==> src/sv/gvc_pkg.sv <==
// shared widths, types and helpers for the greedy vertex colouring block
package gvc_pkg;

  localparam int unsigned VID_W   = 5;
  localparam int unsigned MASK_W  = 32;
  localparam int unsigned COLOR_W = 5;
  localparam int unsigned USED_W  = 1 << COLOR_W;

  typedef logic [VID_W-1:0]   vid_t;
  typedef logic [MASK_W-1:0]  mask_t;
  typedef logic [COLOR_W-1:0] color_t;
  typedef logic [USED_W-1:0]  used_t;

  // finished result handed from the sequencer to the output register
  typedef struct packed {
    logic   valid;
    vid_t   vertex_id;
    color_t color;
  } result_t;

  // lowest colour whose bit is clear in the used set
  function automatic color_t lowest_free(input used_t used);
    color_t c;
    c = '0;
    for (int i = USED_W - 1; i >= 0; i--) begin
      if (!used[i]) begin
        c = COLOR_W'(i);
      end
    end
    return c;
  endfunction

endpackage

==> src/sv/gvc_if.sv <==
// valid/ready channel interfaces for items and results
interface gvc_in_if;
  import gvc_pkg::*;
  logic  valid;
  logic  ready;
  vid_t  vertex_id;
  mask_t neighbor_mask;
  logic  restart;

  modport source (output valid, output vertex_id, output neighbor_mask, output restart,
                  input ready);
  modport sink   (input valid, input vertex_id, input neighbor_mask, input restart,
                  output ready);
endinterface

interface gvc_out_if;
  import gvc_pkg::*;
  logic   valid;
  logic   ready;
  vid_t   vertex_echo;
  color_t assigned_color;

  modport source (output valid, output vertex_echo, output assigned_color, input ready);
  modport sink   (input valid, input vertex_echo, input assigned_color, output ready);
endinterface

==> src/sv/gvc_ram.sv <==
// generic single write port, single registered read port ram
module gvc_ram #(
  parameter int unsigned WIDTH = 5,
  parameter int unsigned DEPTH = 32
) (
  input  logic                     clk,
  input  logic                     we,
  input  logic [$clog2(DEPTH)-1:0] waddr,
  input  logic [WIDTH-1:0]         wdata,
  input  logic                     re,
  input  logic [$clog2(DEPTH)-1:0] raddr,
  output logic [WIDTH-1:0]         rdata_r
);

  logic [WIDTH-1:0] mem_r [DEPTH];

  // write port
  always_ff @(posedge clk) begin
    if (we) begin
      mem_r[waddr] <= wdata;
    end
  end

  // registered read port
  always_ff @(posedge clk) begin
    if (re) begin
      rdata_r <= mem_r[raddr];
    end
  end

endmodule

==> src/sv/gvc_seq.sv <==
// sequencer: scans the colour table over the neighbours and picks the free colour
module gvc_seq #(
  parameter int unsigned VERTEX_COUNT = 32
) (
  input  logic                            clk,
  input  logic                            rst_n,
  // item transfer
  input  logic                            in_valid,
  output logic                            in_ready,
  input  gvc_pkg::vid_t                   in_vertex_id,
  input  gvc_pkg::mask_t                  in_neighbor_mask,
  input  logic                            in_restart,
  // colour table access
  output logic                            ram_re,
  output logic [$clog2(VERTEX_COUNT)-1:0] ram_raddr,
  input  gvc_pkg::color_t                 ram_rdata,
  output logic                            ram_we,
  output logic [$clog2(VERTEX_COUNT)-1:0] ram_waddr,
  output gvc_pkg::color_t                 ram_wdata,
  // result towards the output register
  input  logic                            out_busy,
  output gvc_pkg::result_t                result
);
  import gvc_pkg::*;

  localparam int unsigned IDX_W  = $clog2(VERTEX_COUNT);
  localparam int unsigned SCAN_N = (VERTEX_COUNT < MASK_W) ? VERTEX_COUNT : MASK_W;
  localparam int unsigned J_W    = $clog2(SCAN_N);
  localparam logic [J_W-1:0] J_LAST = J_W'(SCAN_N - 1);

  typedef enum logic [1:0] {
    ST_IDLE,
    ST_SCAN,
    ST_DRAIN,
    ST_FIND
  } state_t;

  state_t                 state_r;
  logic [J_W-1:0]         j_r;
  logic                   rd_vld_r;
  logic [J_W-1:0]         rd_j_r;
  logic [VERTEX_COUNT-1:0] marks_r;
  used_t                  used_r;
  vid_t                   vid_r;
  mask_t                  mask_r;

  logic                   accept;
  logic                   hit;
  logic                   fire;
  logic                   store;
  color_t                 free_color;

  assign in_ready = (state_r == ST_IDLE);
  assign accept   = in_valid && in_ready;

  // a returned entry counts when it is a coloured neighbour other than the vertex itself
  assign hit = rd_vld_r && mask_r[VID_W'(rd_j_r)] && marks_r[IDX_W'(rd_j_r)]
               && (VID_W'(rd_j_r) != vid_r);

  // result only when the output register can take it
  assign free_color = lowest_free(used_r);
  assign fire       = (state_r == ST_FIND) && !out_busy;
  assign store      = 32'(vid_r) < VERTEX_COUNT;

  // table read during the scan
  assign ram_re    = (state_r == ST_SCAN);
  assign ram_raddr = IDX_W'(j_r);

  // table write on completion
  assign ram_we    = fire && store;
  assign ram_waddr = IDX_W'(vid_r);
  assign ram_wdata = free_color;

  assign result.valid     = fire;
  assign result.vertex_id = vid_r;
  assign result.color     = free_color;

  // state, scan counter, marks and used-colour set
  always_ff @(posedge clk) begin
    if (!rst_n) begin
      state_r  <= ST_IDLE;
      rd_vld_r <= 1'b0;
      marks_r  <= '0;
    end else begin
      rd_vld_r <= (state_r == ST_SCAN);
      rd_j_r   <= j_r;
      if (hit) begin
        used_r <= used_r | (USED_W'(1) << ram_rdata);
      end
      unique case (state_r)
        ST_IDLE: begin
          if (accept) begin
            vid_r  <= in_vertex_id;
            mask_r <= in_neighbor_mask;
            used_r <= '0;
            j_r    <= '0;
            if (in_restart) begin
              marks_r <= '0;
            end
            state_r <= ST_SCAN;
          end
        end
        ST_SCAN: begin
          j_r <= j_r + J_W'(1);
          if (j_r == J_LAST) begin
            state_r <= ST_DRAIN;
          end
        end
        ST_DRAIN: begin
          state_r <= ST_FIND;
        end
        ST_FIND: begin
          if (fire) begin
            if (store) begin
              marks_r[IDX_W'(vid_r)] <= 1'b1;
            end
            state_r <= ST_IDLE;
          end
        end
        default: begin
          state_r <= ST_IDLE;
        end
      endcase
    end
  end

endmodule

==> src/sv/greedy_vertex_coloring_top.sv <==
// greedy vertex colouring: one item in, one colour out after a colour table scan
// an item passes through the scan, drain and find states; a new item is accepted only
//   once its result is in the output register, and find waits while that is full;
//   the scan reads the colour table memory one entry per cycle
// reset: synchronous active low; clears the coloured marks and the control state,
//   the colour table itself is not cleared and no clearing pass is needed
module greedy_vertex_coloring_top #(
  parameter int unsigned VERTEX_COUNT = 32
) (
  input  logic             clk,
  input  logic             rst_n,
  gvc_in_if.sink           in_if,
  gvc_out_if.source        out_if
);
  import gvc_pkg::*;

  localparam int unsigned IDX_W = $clog2(VERTEX_COUNT);

  logic             ram_re;
  logic [IDX_W-1:0] ram_raddr;
  color_t           ram_rdata;
  logic             ram_we;
  logic [IDX_W-1:0] ram_waddr;
  color_t           ram_wdata;
  logic             out_busy;
  result_t          result;

  logic             out_valid_r;
  vid_t             out_vid_r;
  color_t           out_color_r;

  // colour table
  gvc_ram #(
    .WIDTH (COLOR_W),
    .DEPTH (VERTEX_COUNT)
  ) u_color_table (
    .clk     (clk),
    .we      (ram_we),
    .waddr   (ram_waddr),
    .wdata   (ram_wdata),
    .re      (ram_re),
    .raddr   (ram_raddr),
    .rdata_r (ram_rdata)
  );

  // sequencer
  gvc_seq #(
    .VERTEX_COUNT (VERTEX_COUNT)
  ) u_seq (
    .clk              (clk),
    .rst_n            (rst_n),
    .in_valid         (in_if.valid),
    .in_ready         (in_if.ready),
    .in_vertex_id     (in_if.vertex_id),
    .in_neighbor_mask (in_if.neighbor_mask),
    .in_restart       (in_if.restart),
    .ram_re           (ram_re),
    .ram_raddr        (ram_raddr),
    .ram_rdata        (ram_rdata),
    .ram_we           (ram_we),
    .ram_waddr        (ram_waddr),
    .ram_wdata        (ram_wdata),
    .out_busy         (out_busy),
    .result           (result)
  );

  // output register, held until its transfer
  assign out_busy = out_valid_r && !out_if.ready;

  always_ff @(posedge clk) begin
    if (!rst_n) begin
      out_valid_r <= 1'b0;
    end else begin
      if (result.valid) begin
        out_valid_r <= 1'b1;
        out_vid_r   <= result.vertex_id;
        out_color_r <= result.color;
      end else if (out_if.ready) begin
        out_valid_r <= 1'b0;
      end
    end
  end

  assign out_if.valid          = out_valid_r;
  assign out_if.vertex_echo    = out_vid_r;
  assign out_if.assigned_color = out_color_r;

endmodule
==> src/flat_wrapper.sv <==
// flat-port wrapper written by rule: the top's interface ports become plain ports
module greedy_vertex_coloring_top_flat import gvc_pkg::*;
#(
  parameter int unsigned VERTEX_COUNT = 32
)
  (clk, rst_n, in_if_valid, in_if_vertex_id, in_if_neighbor_mask, in_if_restart, in_if_ready, out_if_valid, out_if_vertex_echo, out_if_assigned_color, out_if_ready);
  gvc_in_if in_if_i ();
  gvc_out_if out_if_i ();
  input  logic clk;
  input  logic rst_n;
  input wire logic [$bits(in_if_i.valid)-1:0] in_if_valid;
  input wire logic [$bits(in_if_i.vertex_id)-1:0] in_if_vertex_id;
  input wire logic [$bits(in_if_i.neighbor_mask)-1:0] in_if_neighbor_mask;
  input wire logic [$bits(in_if_i.restart)-1:0] in_if_restart;
  output wire logic [$bits(in_if_i.ready)-1:0] in_if_ready;
  output wire logic [$bits(out_if_i.valid)-1:0] out_if_valid;
  output wire logic [$bits(out_if_i.vertex_echo)-1:0] out_if_vertex_echo;
  output wire logic [$bits(out_if_i.assigned_color)-1:0] out_if_assigned_color;
  input wire logic [$bits(out_if_i.ready)-1:0] out_if_ready;
  assign in_if_i.valid = in_if_valid;
  assign in_if_i.vertex_id = in_if_vertex_id;
  assign in_if_i.neighbor_mask = in_if_neighbor_mask;
  assign in_if_i.restart = in_if_restart;
  assign in_if_ready = in_if_i.ready;
  assign out_if_valid = out_if_i.valid;
  assign out_if_vertex_echo = out_if_i.vertex_echo;
  assign out_if_assigned_color = out_if_i.assigned_color;
  assign out_if_i.ready = out_if_ready;
  greedy_vertex_coloring_top #(.VERTEX_COUNT(VERTEX_COUNT)) u_core (.clk(clk), .rst_n(rst_n), .in_if(in_if_i), .out_if(out_if_i));
endmodule
==> config.mk <==
export PLATFORM = sky130hd
export DESIGN_NAME = greedy_vertex_coloring_top_flat
export DESIGN_NICKNAME = d
export VERILOG_FILES = /design/src/sv/gvc_pkg.sv /design/src/sv/gvc_if.sv /design/src/sv/gvc_ram.sv /design/src/sv/gvc_seq.sv /design/src/sv/greedy_vertex_coloring_top.sv /design/src/flat_wrapper.sv
export SDC_FILE = /design/constraint.sdc
export NUM_CORES = 1
export LEC_CHECK = 0
export BUFFER_PORTS_ARGS = -buffer_cell sky130_fd_sc_hd__buf_2
export CAP_MARGIN = 0
export CELL_PAD_IN_SITES_DETAIL_PLACEMENT = 1
export CELL_PAD_IN_SITES_GLOBAL_PLACEMENT = 2
export CORE_UTILIZATION = 30
export DETAILED_ROUTE_END_ITERATION = 10
export GPL_TIMING_DRIVEN = 0
export PLACE_DENSITY_LB_ADDON = 0.1
export SLEW_MARGIN = 10
export SYNTH_ARGS = -nofsm -noshare
export SYNTH_HDL_FRONTEND = slang
export SYNTH_SLANG_ARGS = --single-unit
==> constraint.sdc <==
create_clock -name clk -period 6 [get_ports clk]
set_clock_uncertainty 0.15 [all_clocks]
set_input_delay 0.3 -clock clk [delete_from_list [all_inputs] [get_ports clk]]
set_output_delay 0.3 -clock clk [all_outputs]
set_load 0.02 [all_outputs]
==> qor.csv, run 1 <==
stage;metric;value;unit
worst_setup_path;crit_cells;6;
clock_tree;cts.path.max_buffers;3;
synth;syn_avg_cell_area;15.2;sq um
layout;layout.nets;967;
floorplanning;die_x;201;microns
worst_setup_path;r2r-end;u_core.u_seq.used_r[5];
synth;synthDistinctLibCells;49;
clock_tree;cts_sinks;290;
layout;area_growth;21.5;%
worst_setup_path;cp.arrival;3.26;ns
worst_setup_path;cp_slowest_stage_delay;0.79;ns
synth;syn_inst;783;
floorplanning;die_h;201;microns
layout;final_cell_mix;edfxtp_1, nand2_1, nor2_1, buf_2, mux4_2;
sta;finalMaxSlewViolations;0;
worst_setup_path;critPathLaunchType;flop;
synth;yosys_warnings;0;
sta;rsz0062_at_grt;false;
min_path;worstHoldStart;in_if_valid;
synth;ys_ff_latch;290;
worst_setup_path;critPathBufInv;1;
worst_setup_path;crit_path_top_delay_cell;nor4_1;
global_routing;grtUsageTotal;0.164;
sta;setup_tns;0;ns
worst_setup_path;reg2regPathDepth;6;
layout;fin_cells;1462;
worst_setup_path;path_max_fanout;10;
power_and_ir_drop;leakagePower;4.86;nW
clock_tree;cts_buffers;35;
floorplanning;core;38800;sq um
sta;tightestPinTransition;1.03;ns
placement;finalWeightedCongestion;0.802;
route;avgViaCountPerCell;4.94;
min_path;min-delay-path-class;in -> reg;
worst_setup_path;r2r_slack;2.92;ns
sta;max_freq;0.325;GHz
synth;ys_async_sr_fraction;0;
route;wl_per_cell;22.3;microns
synth;syn_area;11900;sq um
sta;period_needed;3.08;ns
clock_tree;clk_latency;0.52;ns
global_routing;overflow;0;
min_path;whs_endpoint;u_core.u_seq.state_r[0];
worst_setup_path;r2r-start;u_core.u_seq.rd_j_r[2];
sta;slew_headroom;0.311;
sta;period_share;0.513;
placement;io_buffers;53;
route;ant_nets;0;
placement;placed_cells;1362;
global_routing;antenna_found_initial;0;
worst_setup_path;crit_required;6.19;ns
layout;final_common_cell;edfxtp_1;
synth;synth-edff-count;254;
floorplanning;dieArea;40400;sq um
clock_tree;htreeDepth;2;
sta;worst_slack;2.92;ns
clock_tree;postCtsSetupRepairBufs;0;
floorplanning;num_rows;72;
sta;hold_viol_final;0;
sta;finalSetupViolCount;0;
min_path;min_path_cells;4;
clock_tree;clk_pin_slew;0.06;ns
synth;ys.flop_type;edfxtp_1;
route;vias;7223;
placement;dpl.hpwl;22900;microns
power_and_ir_drop;p_per_area;365;nW/um^2
clock_tree;clockRootBuffer;clkbuf_16;
route;drtIter0Drc;425;
power_and_ir_drop;peakVddDrop;0.000209;V
worst_setup_path;worstSetupPathType;reg -> reg;
clock_tree;cts_tree;built;
floorplanning;ios;54;
route;first_pass_iters;4;
worst_setup_path;cp_top_family;simple AND/OR/NAND/NOR gates;
layout;diodes;0;
worst_setup_path;end_kind;flop;
worst_setup_path;crit_chain;buf_2 > o21ai_0 > o22ai_1 > nor4_1 > nand2_1 > o221ai_1;
placement;dp_slack;2.85;ns
route;drc;0;
layout;drive_gt1_frac;0.202;
synth;yosysSeqAreaShare;0.703;
global_routing;grt_max_degree;43;
route;routed_wl;32600;microns
status;outcome;completed;
job;drv_cap;0;
global_routing;grt_pass1_vias;7959;
synth;synth_nets;831;
global_routing;grt_pass1_wl;49400;microns
floorplanning;initial_core_util;0.306;
[worst max-delay path by stage]
| stage | to | startpoint | slack (ns) |
|---|---|---|---|
| CTS | u_core.u_seq.used_r[5] | u_core.u_seq.rd_j_r[2] | 2.83 |
| finish | u_core.u_seq.used_r[5] | u_core.u_seq.rd_j_r[2] | 2.92 |
| floorplan | u_core.u_seq.ram_raddr[0] | u_core.u_seq.state_r[0] | 2.72 |
| global route | u_core.u_seq.used_r[5] | u_core.u_seq.rd_j_r[2] | 2.70 |
| global placement | u_core.u_color_table.mem_r[10][4] | u_core.u_seq.used_r[3] | 0.91 |
| detailed placement | u_core.u_seq.used_r[5] | u_core.u_seq.rd_j_r[2] | 2.85 |
[logic make-up (layout without fill, tap and decap cells)]
group | Yosys count | after routing | synth area share
muxes | 57 | 57 | 0.101
buffers and inverters | 44 | 205 | 0.0175
DFF | 290 | 290 | 0.703
xor gates and xnor gates | 7 | 7 | 0.00516
AOI/OAI and AO/OA | 118 | 118 | 0.0655
adders and majority gates | 6 | 6 | 0.00632
and+or+nand+nor | 261 | 261 | 0.101
[tightest hold or removal path: stages]
cell and delay (ns):
buf_2 0.13, a2bb2oi_1 0.15, o21ai_0 0.18, a211oi_1 0.12
[layout make-up]
cell class / count / area (sq um)
Fill cell: 3982 / 24400
Tap cell: 518 / 648
Sequential cell: 290 / 8350
Clock inverter: 13 / 104
Clock buffer: 49 / 980
Multi-Input combinational cell: 449 / 3380
Timing Repair Buffer: 99 / 762
Inverter: 14 / 52.6
Buffer: 30 / 155
[metrics by stage]
step	utilization	hold slack (ns)	total power (W)	cell area, sq um
global placement	0.329	0.298	0.00327	12800
finish	0.372	0.275	0.00526	14400
floorplan	-	0.249	0.00298	11900
CTS	0.372	0.246	0.00535	14400
detailed placement	0.334	0.304	0.00331	13000
global route	0.372	0.313	0.00548	14400
[state kept, by name (all words and copies together), names as in the netlist]
| signal | cells |
|---|---|
| u_core.u_seq.state_r | 2 |
| u_core.out_if.valid | 1 |
| u_core.u_seq.rd_j_r | 5 |
| u_core.out_if.assigned_color | 5 |
| u_core.u_color_table.mem_r | 160 |
| u_core.out_if.vertex_echo | 5 |
| u_core.u_seq.ram_raddr | 5 |
| u_core.u_seq.marks_r | 32 |
| u_core.u_seq.ram_waddr | 5 |
| u_core.u_seq.rd_vld_r | 1 |
| u_core.u_color_table.rdata_r | 5 |
| u_core.u_seq.mask_r | 32 |
| u_core.u_seq.used_r | 32 |
[cells in the mapped netlist (all sizes together) (6+ instances only)]
| cell | number | area, sq um |
|---|---|---|
| clkbuf | 10 | 37.5 |
| nor3b | 7 | 57.6 |
| nand2 | 86 | 323 |
| inv | 14 | 52.6 |
| ha | 6 | 75.1 |
| o21ai | 22 | 110 |
| nor3 | 6 | 30.0 |
| xnor2 | 6 | 52.6 |
| nor2 | 83 | 312 |
| nand3 | 33 | 165 |
| o211ai | 9 | 67.6 |
| dfxtp | 36 | 721 |
| mux2 | 6 | 67.6 |
| mux4 | 50 | 1130 |
| nand4 | 10 | 62.6 |
| nor2b | 8 | 50.1 |
| edfxtp | 254 | 7630 |
| nand3b | 10 | 75.1 |
| buf | 20 | 118 |
| o221ai | 29 | 254 |
| a21oi | 39 | 195 |
[routing by layer]
metal / GRT usage / share of wire
met5: 0 / 0
met4: 0.0447 / 0.017
met3: 0.0260 / 0.036
met2: 0.278 / 0.49
met1: 0.216 / 0.46
[report_power, final]
group	internal, W	switching, W	total, W
clock	0.00118	0.000810	0.00199
combinational	0.000313	0.000509	0.000822
sequential	0.00235	0.0000989	0.00245
total	0.00384	0.00142	0.00526
[timing repair]
| item | CTS | global route |
|---|---|---|
| hold buffers | 38 | 0 |
| hold endpoints to repair | 38 | 0 |
| gates resized for setup | 0 | 0 |
(Power assumes the default switching activity.)
==> inputs of run 2 (changes only) <==
--- a/config.mk
+++ b/config.mk
@@ -5,6 +5,7 @@
 export SDC_FILE = /design/constraint.sdc
 export NUM_CORES = 1
 export LEC_CHECK = 0
+export ABC_AREA = 1
 export BUFFER_PORTS_ARGS = -buffer_cell sky130_fd_sc_hd__buf_2
 export CAP_MARGIN = 0
 export CELL_PAD_IN_SITES_DETAIL_PLACEMENT = 1
==> constraint.sdc (replaced) <==
create_clock -name clk -period 2.7 [get_ports clk]
set_clock_uncertainty 0.15 [all_clocks]
set_input_delay 0.135 -clock clk [delete_from_list [all_inputs] [get_ports clk]]
set_output_delay 0.135 -clock clk [all_outputs]
set_load 0.02 [all_outputs]
==> run 2 against run 1 <==
  * Non-clock buffer count grew 38
  * Sequential power grew 120%
  * The run now ends with negative setup slack left
  * Core utilization grew 1.7 points
  * Wire length grew 22%
  * Largest cell class unchanged
==> qor.csv, run 2 <==
stage;metric;value;unit;change
placement;dpl_cell_area;13100;sq um;was 13000 sq um
power_and_ir_drop;p_int;0.00886;W;was 0.00384 W
status;outcome;finished, violations left;;was completed
power_and_ir_drop;p_per_area;853;nW/um^2;was 365 nW/um^2
layout;area_growth;26.5;%;was 21.5%
sta;hold_viol_final;0;;unchanged
floorplanning;initial_core_util;0.308;;was 0.306
route;first_pass_iters;4;;unchanged
worst_setup_path;cp_slowest_stage_delay;0.41;ns;was 0.79 ns
clock_tree;cts_sinks;290;;unchanged
sta;worst_slack;-0.306;ns;was 2.92 ns
clock_tree;cts.path.max_buffers;3;;unchanged
min_path;min-delay-path-class;in -> reg;;unchanged
layout;top_register;u_core.u_color_table.mem_r;;unchanged
worst_setup_path;r2r_slack;-0.31;ns;was 2.92 ns
layout;largest_reg_flops;160;;unchanged
status;violations;negative setup slack;;
global_routing;antenna_found_initial;0;;unchanged
worst_setup_path;crit_path_top_delay_cell;edfxtp_1;;was nor4_1
layout;nFillCells;4184;;was 3982
worst_setup_path;cp.arrival;3.25;ns;was 3.26 ns
worst_setup_path;crit_required;2.95;ns;was 6.19 ns
layout;drive_gt1_frac;0.173;;was 0.202
sta;period_needed;3.01;ns;was 3.08 ns
sta;max_freq;0.333;GHz;was 0.325 GHz
synth;synth_nets;1112;;was 831
clock_tree;clockRootBuffer;clkbuf_16;;unchanged
power_and_ir_drop;pwr-share-seq;0.422;;was 0.465
synth;yosysTopAreaCell;edfxtp_1;;unchanged
global_routing;grt_max_degree;42;;was 43
route;vias;8882;;was 7223
layout;final_cell_mix;edfxtp_1, nor2_1, o21ai_0, nand3_1;;was edfxtp_1, nand2_1, nor2_1, buf_2, mux4_2
placement;dp_slack;-0.934;ns;was 2.85 ns
route;wl_per_cell;22.6;microns;was 22.3 microns
power_and_ir_drop;power_switching;0.00408;W;was 0.00142 W
clock_tree;cts_tree;built;;unchanged
worst_setup_path;worstSetupPathType;reg -> reg;;unchanged
synth;synth_most_common_cell;edfxtp_1;;unchanged
synth;syn_avg_cell_area;11.3;sq um;was 15.2 sq um
floorplanning;ios;54;;unchanged
layout;diodes;0;;unchanged
sta;slew_headroom;0.312;;was 0.311
global_routing;grt_pass1_wl;59800;microns;was 49400 microns
power_and_ir_drop;p_comb_frac;0.209;;was 0.156
route;drc;0;;unchanged
worst_setup_path;crit_top_cell;nand2_1;;
clock_tree;cts_buffers;35;;unchanged
floorplanning;die_x;202;microns;was 201 microns
route;dr_wl_met3;1630;microns;was 1160 microns
floorplanning;dieArea;40800;sq um;was 40400 sq um
sta;tightestPinTransition;1.03;ns;about the same
job;drv_cap;0;;unchanged
synth;yosysSeqAreaShare;0.696;;was 0.703
worst_setup_path;end_kind;flop;;unchanged
clock_tree;clk_pin_slew;0.06;ns;about the same
worst_setup_path;critPathBufInv;3;;was 1
floorplanning;core;39000;sq um;was 38800 sq um
route;routed_wl;39700;microns;was 32600 microns
route;avgViaCountPerCell;5.06;;was 4.94
global_routing;overflow;0;;unchanged
placement;io_buffers;53;;unchanged
power_and_ir_drop;peakVddDrop;0.000364;V;was 0.000209 V
route;met2_length;18400;microns;was 16000 microns
route;top_layer_used;met4;;unchanged
sta;finalMaxSlewViolations;0;;unchanged
synth;ys.flop_type;edfxtp_1;;unchanged
layout;fin_area;15200;sq um;was 14400 sq um
worst_setup_path;cp_top_family;simple AND/OR/NAND/NOR gates;;unchanged
global_routing;grtUsageTotal;0.198;;was 0.164
route;drtIter0Drc;474;;was 425
synth;syn_area;12000;sq um;was 11900 sq um
power_and_ir_drop;power.share.clock;0.369;;was 0.379
synth;synth_top_area_frac;0.636;;was 0.642
clock_tree;htreeDepth;2;;unchanged
floorplanning;die_h;202;microns;was 201 microns
synth;synthDistinctLibCells;30;;was 49
synth;syn_inst;1064;;was 783
synth;synth-edff-count;254;;unchanged
floorplanning;num_rows;72;;unchanged
clock_tree;clk_latency;0.54;ns;was 0.52 ns
sta;rsz0062_at_grt;true;;was false
placement;finalWeightedCongestion;0.810;;was 0.802
sta;finalSetupViolCount;33;;was 0
placement;dpl.hpwl;26900;microns;was 22900 microns
power_and_ir_drop;power;0.0129;W;was 0.00526 W
layout;layout.nets;1259;;was 967
synth;yosys-top-cells-count;edfxtp_1, nor2_1, o21ai_0;;was edfxtp_1, nand2_1, nor2_1
route;ant_nets;0;;unchanged
power_and_ir_drop;sw_frac_of_total;0.315;;was 0.269
worst_setup_path;path_max_fanout;5;;was 10
power_and_ir_drop;leakagePower;5.38;nW;was 4.86 nW
route;wl_met1;18700;microns;was 14900 microns
global_routing;grt_pass1_vias;9315;;was 7959
worst_setup_path;critPathLaunchType;flop;;unchanged
synth;ys_ff_latch;290;;unchanged
synth;ys_async_sr_fraction;0;;unchanged
layout;final_common_cell;edfxtp_1;;unchanged
synth;yosys_warnings;0;;unchanged
synth;synthTopCellsByArea;edfxtp_1, nor2_1, dfxtp_1, o21ai_0, nand3_1;;was edfxtp_1, mux4_2, dfxtp_1, nand2_1, nor2_1
sta;period_share;1.11;;was 0.513
## run 2: cells by family after synthesis
logic type | after synthesis | synth area share
fa+ha+maj | 6 | 0.00626
xor+xnor | 1 | 0.000730
buf+inv | 118 | 0.0376
simple gates | 421 | 0.150
flops | 290 | 0.696
compound gates | 228 | 0.109
## run 2: repair_timing
item	4_1_cts	5_1_grt
hold buffers	39	0
endpoints found under the setup margin	233	158
endpoints found under the hold margin	42	0
pin swaps	4	7
cloned	2	0
gates resized for setup	79	39
setup buffers	11	5
## run 2: cell type report
type	count	area, sq um	share of cell area
flip-flops and latches	290	8350	0.550
multi-input cells	657	3590	0.237
clock buffers	45	945	0.0623
repair buffers	112	936	0.0617
well taps	518	648	0.0427
plain buffers	55	259	0.0171
inverters	60	235	0.0155
clock inverters	18	209	0.0138
## run 2: per-layer routing
metal,global-route usage,vias to the layer above
li1,-,4177
met1,0.275,4484
met2,0.316,163
met3,0.0331,58
met4,0.0633,0
met5,0,-
## run 2: power by group through the flow
stage               clock, W  sequential, W  combinational, W
floorplan                  0        0.00547           0.00145
global placement           0        0.00555           0.00242
detailed placement         0        0.00554           0.00245
CTS                  0.00488        0.00548           0.00269
global route         0.00503        0.00550           0.00298
finish               0.00477        0.00547           0.00270
## run 2: stage by stage
stage                     utilization  TNS [ns]  hold WS, ns  cells
after CTS                       0.386    -10.55       0.0568   1752
final                           0.389     -7.88       0.0861   1755
after global placement          0.331   -318.68        0.162   1635
after floorplan                     -         0       0.0839   1064
after global routing            0.389    -19.71        0.121   1755
after detailed placement        0.335   -111.85        0.164   1640
## run 2: worst paths after layout
check	startpoint	to	cells after the start
hold reg to reg	u_core.u_seq.marks_r[0]	u_core.u_seq.marks_r[0]	2
setup / recovery	u_core.u_seq.used_r[31]	u_core.u_color_table.mem_r[20][0]	33
hold / removal	in_if_restart	u_core.u_seq.marks_r[31]	7
setup reg to reg	u_core.u_seq.used_r[31]	u_core.u_color_table.mem_r[20][0]	33
## run 2: tightest hold or removal path: cells and delay by family
family                 cells  cell delay [ns]
AO/OA/AOI/OAI              2             0.14
buffers and inverters      2             0.21
AND/OR/NAND/NOR            3             0.23
